--- src/design/dfvs_pkg.sv ---
`timescale 1ns / 1ps
// ----------------------------------------------------------------------------
// dfvs_pkg: shared types and constants for the dipole field voxel sum
// Request and result payloads, the stored source entry, the per-source term
// result and the request kind codes.
// ----------------------------------------------------------------------------
package dfvs_pkg;

    // request kinds
    localparam logic [1:0] KIND_CLEAR  = 2'd0;
    localparam logic [1:0] KIND_APPEND = 2'd1;
    localparam logic [1:0] KIND_QUERY  = 2'd2;

    // saturation bounds
    localparam logic [63:0] I64MAX = 64'h7FFF_FFFF_FFFF_FFFF;
    localparam logic [63:0] I64MIN = 64'h8000_0000_0000_0000;
    localparam logic [47:0] POS47  = 48'h7FFF_FFFF_FFFF;
    localparam logic [47:0] NEG47  = 48'h8000_0000_0000;

    // one request
    typedef struct packed {
        logic [1:0]         kind;
        logic signed [31:0] pos_x;
        logic signed [31:0] pos_y;
        logic signed [31:0] pos_z;
        logic [30:0]        radius;
    } req_t;

    // one result
    typedef struct packed {
        logic signed [47:0] field_value;
        logic               saturated;
        logic               table_full;
    } res_t;

    // one stored source
    typedef struct packed {
        logic signed [31:0] x;
        logic signed [31:0] y;
        logic signed [31:0] z;
        logic [30:0]        radius;
    } src_t;

    // per-source term handed from the term engine to the accumulator
    typedef struct packed {
        logic               done;
        logic               sat;
        logic signed [63:0] value;
    } term_res_t;

endpackage

--- src/design/dfvs_cell.sv ---
`timescale 1ns / 1ps
// ----------------------------------------------------------------------------
// dfvs_cell: one source slot of the rotating source chain
// Holds one source entry; loads it on append and takes its neighbor's entry
// when the chain rotates.
// ----------------------------------------------------------------------------
module dfvs_cell
    import dfvs_pkg::*;
(
    input  logic clk,
    input  logic load,
    input  logic shift,
    input  src_t load_src,
    input  src_t next_src,
    output src_t src
);

    src_t src_reg;
    src_t src_next;

    // append wins over rotation (never both at once)
    always_comb
    begin
        src_next = src_reg;
        if (load)
        begin
            src_next = load_src;
        end
        else if (shift)
        begin
            src_next = next_src;
        end
    end

    always_ff @(posedge clk)
    begin
        src_reg <= src_next;
    end

    assign src = src_reg;

endmodule

--- config.mk ---
export PLATFORM = sky130hd
export DESIGN_NAME = dfvs_cell
export DESIGN_NICKNAME = d
export VERILOG_FILES = /design/src/design/dfvs_pkg.sv /design/src/design/dfvs_cell.sv
export SDC_FILE = /design/constraint.sdc
export NUM_CORES = 1
export LEC_CHECK = 0
export BUFFER_PORTS_ARGS = -buffer_cell sky130_fd_sc_hd__buf_2
export CORE_AREA = 2 2 148 150
export CTS_CLUSTER_DIAMETER = 200
export DETAILED_ROUTE_END_ITERATION = 10
export DIE_AREA = 0 0 150 152
export MAX_ROUTING_LAYER = met4
export PLACE_DENSITY_LB_ADDON = 0.05
export SYNTH_ARGS = -nofsm -noshare
export SYNTH_HDL_FRONTEND = slang
export SYNTH_SLANG_ARGS = --single-unit
--- constraint.sdc ---
create_clock -name clk -period 2.5 [get_ports clk]
set_clock_uncertainty 0.05 [all_clocks]
set_input_delay 0.25 -clock clk [delete_from_list [all_inputs] [get_ports clk]]
set_output_delay 0.25 -clock clk [all_outputs]
set_load 0.005 [all_outputs]
==> metrics.yaml <==
logic_synthesis:
  synthTopCellsByArea: "edfxtp_1, mux2_2, clkbuf_8"
  syn_inst: 269
  avgSynthCellArea_sq_um: 20.2
  synth_compound_area_share_pct: 0
  seq_area_frac_synth_pct: 70.3
  yosysWarnings: 0
  synth_top_family_by_area: "multiplexers"
  synth-async-reset-ratio_pct: 0
  yosys-top-cells-count: "edfxtp_1, mux2_2, clkbuf_8, buf_6, or2_2"
  synth_cell_types: 5
  synthAdderAreaFrac_pct: 0
  ys_seq_elements: 127
  yosysTopAreaCell: "edfxtp_1"
  synth_edf_count: 127
  synth_mux_area_share_pct: 26.3
  synth_xor_area_share_pct: 0
  synth_area_sq_mm: 0.00543
  synth-simple-area-share_pct: 0.115
  syn-num-nets: 526
  synth_top_area_share_pct: 70.3
  synthFlopType: "edfxtp_1"
floorplanning:
  die_h_um: 152
  io_pins: 384
  core_area_sq_mm: 0.0214
  rows: 54
  die_x_um: 150
  dieArea_sq_mm: 0.0228
  start_util_pct: 25.4
global_routing:
  grt_max_degree: 72
  grt_first_pass_wirelength_mm: 23.2
  grt_pass1_vias: 4204
  antenna_found_initial: 0
  overflow: 0
  grt_usage_pct: 14.2
outcome:
  status: "finished clean"
finish:
  stdcell_area_sq_mm: 0.00822
  fillers: 2142
  largest_reg_flops: 127
  num_antenna_cells: 0
  syn_to_final_growth_pct: 51.4
  nets: 919
  drive_gt1_share_pct: 80.9
detailed_routing:
  wl_met3_mm: 1.38
  route.detailed.drc: 0
  avgViaCountPerCell: 4.07
  wl_met2_mm: 8.88
  dr.first_iter.drc_count: 125
  wl_per_cell_um: 16.9
  drt-met1-wl_mm: 5.63
  finalWirelength_mm: 16.1
  top_layer_used: "met4"
  drt-pass1-iter-count: 4
  vias: 3885
  antenna_left: 0
min_path:
  hp-start: "next_src[20]"
  hold_end: "src[20]"
  worstHoldPathCells: 2
  hold_class: "in -> reg"
clocking:
  cts_setup_buffers: 0
  cts_hold_buf: 0
  cts_max_path_buffers: 2
  path_clk_slew_ns: 0.06
  ctsRootBufferMaster: "clkbuf_16"
  cts_tree: "yes"
  ctsResizeCount: 0
  htreeDepth: 4
  numCtsBuffers: 17
  cts_sinks: 127
setup_path:
  slowest_delay_ns: 0.40
  crit_slowest_cell: "or2_4"
  cp_top_family: "buffers and inverters"
  endpoint_kind: "flip-flop"
  crit_fanout: 56
  path_cells: "buf_4, or2_4, buf_12"
  path_depth: 3
  critical_path_class: "in -> reg"
  cp-start-kind: "primary input"
  cp_num_buf_inv: 2
  cp.arrival_ns: 1.29
  required_ns: 2.52
sta:
  slew_headroom_pct: 71.1
  fin_crit_sh_pct: 50.8
  setup_violations: 0
  slew_viol_final: 0
  finalSetupTns_ns: 0
  fmax_mhz: 787
  final_hold_viol_count: 0
  tightestPinTransition_ns: 0.434
  fin_crit_ns: 1.27
  rsz0062_at_grt: "false"
power_and_ir_drop:
  power.internal_mw: 4.72
  powerDensity_mw_per_mm2: 733
  ir_worst_vdd_uv: 489
  p_seq_share_pct: 44.3
  switchingPower_mw: 1.30
  p_sw_share_pct: 21.6
  comb_power_share_pct: 12.6
  p_leak_nw: 3.63
  clkPwrFrac_pct: 43.1
placed_design:
  place_area_sq_mm: 0.00760
  place_congestion: 0.748
  portBuffers: 383
  dp_hpwl_mm: 12.4
job:
  maxCapViolCount: 0
-- cell type report --
type	count	area (sq um)	area share, %
flip-flops and latches	127	3810	46.4
repair buffers	388	1990	24.3
multi-input cells	128	1440	17.5
clock buffers	18	429	5.22
well taps	280	350	4.26
clock inverters	14	190	2.31
-- power groups by stage --
stage                     Combinational, mW  Clock [mW]  Sequential, mW
final                                 0.759        2.60            2.67
after floorplan                       0.251           0            2.76
after global placement                0.770           0            2.71
after detailed placement              0.776           0            2.72
after global routing                  0.829        2.77            2.69
after CTS                             0.778        2.69            2.67
-- how the worst max path moves through the flow --
| stage | from | endpoint |
|---|---|---|
| floorplan | load | src[0] |
| global placement | load | src[17] |
| detailed placement | load | src[16] |
| CTS | src[70] | src[70] |
| global route | load | src[31] |
| finish | load | src[25] |
-- cells by family (layout without fill, tap and decap cells) --
| kind of cell | Yosys count | count (layout) |
|---|---|---|
| multiplexers | 127 | 127 |
| flip-flops | 127 | 127 |
| buffers and inverters | 14 | 420 |
| AND/OR/NAND/NOR | 1 | 1 |
-- placed cells by master, fill, tap and decap left out --
cell type,synthesis,routed
buf_2,0,382
mux2_2,127,127
edfxtp_1,127,127
clkbuf_16,0,17
bufinv_16,0,4
clkinvlp_4,0,4
buf_4,0,3
buf_12,0,3
clkinv_2,0,2
inv_6,0,2
or2_4,0,1
clkinv_4,0,1
clkinv_1,0,1
clkbuf_1,0,1
-- metrics by stage --
step | hold slack, ns | utilization (%) | power [mW] | setup slack [ns] | instances
floorplan | 0.420 | - | 3.01 | 0.540 | 269
global placement | 0.500 | 35.6 | 3.48 | 0.841 | 923
detailed placement | 0.505 | 35.6 | 3.49 | 0.800 | 923
CTS | 0.0646 | 38.5 | 6.14 | 1.18 | 955
global route | 0.0689 | 38.5 | 6.29 | 1.17 | 955
finish | 0.0882 | 38.5 | 6.02 | 1.23 | 955
-- routing by layer --
layer  vias up  GRT usage (%)
li1       1849              -
met1      1824           13.8
met2       199           26.5
met3        13           4.02
met4         0           4.99
met5         -              -
Note: power is estimated with default switching activity, not from simulation.
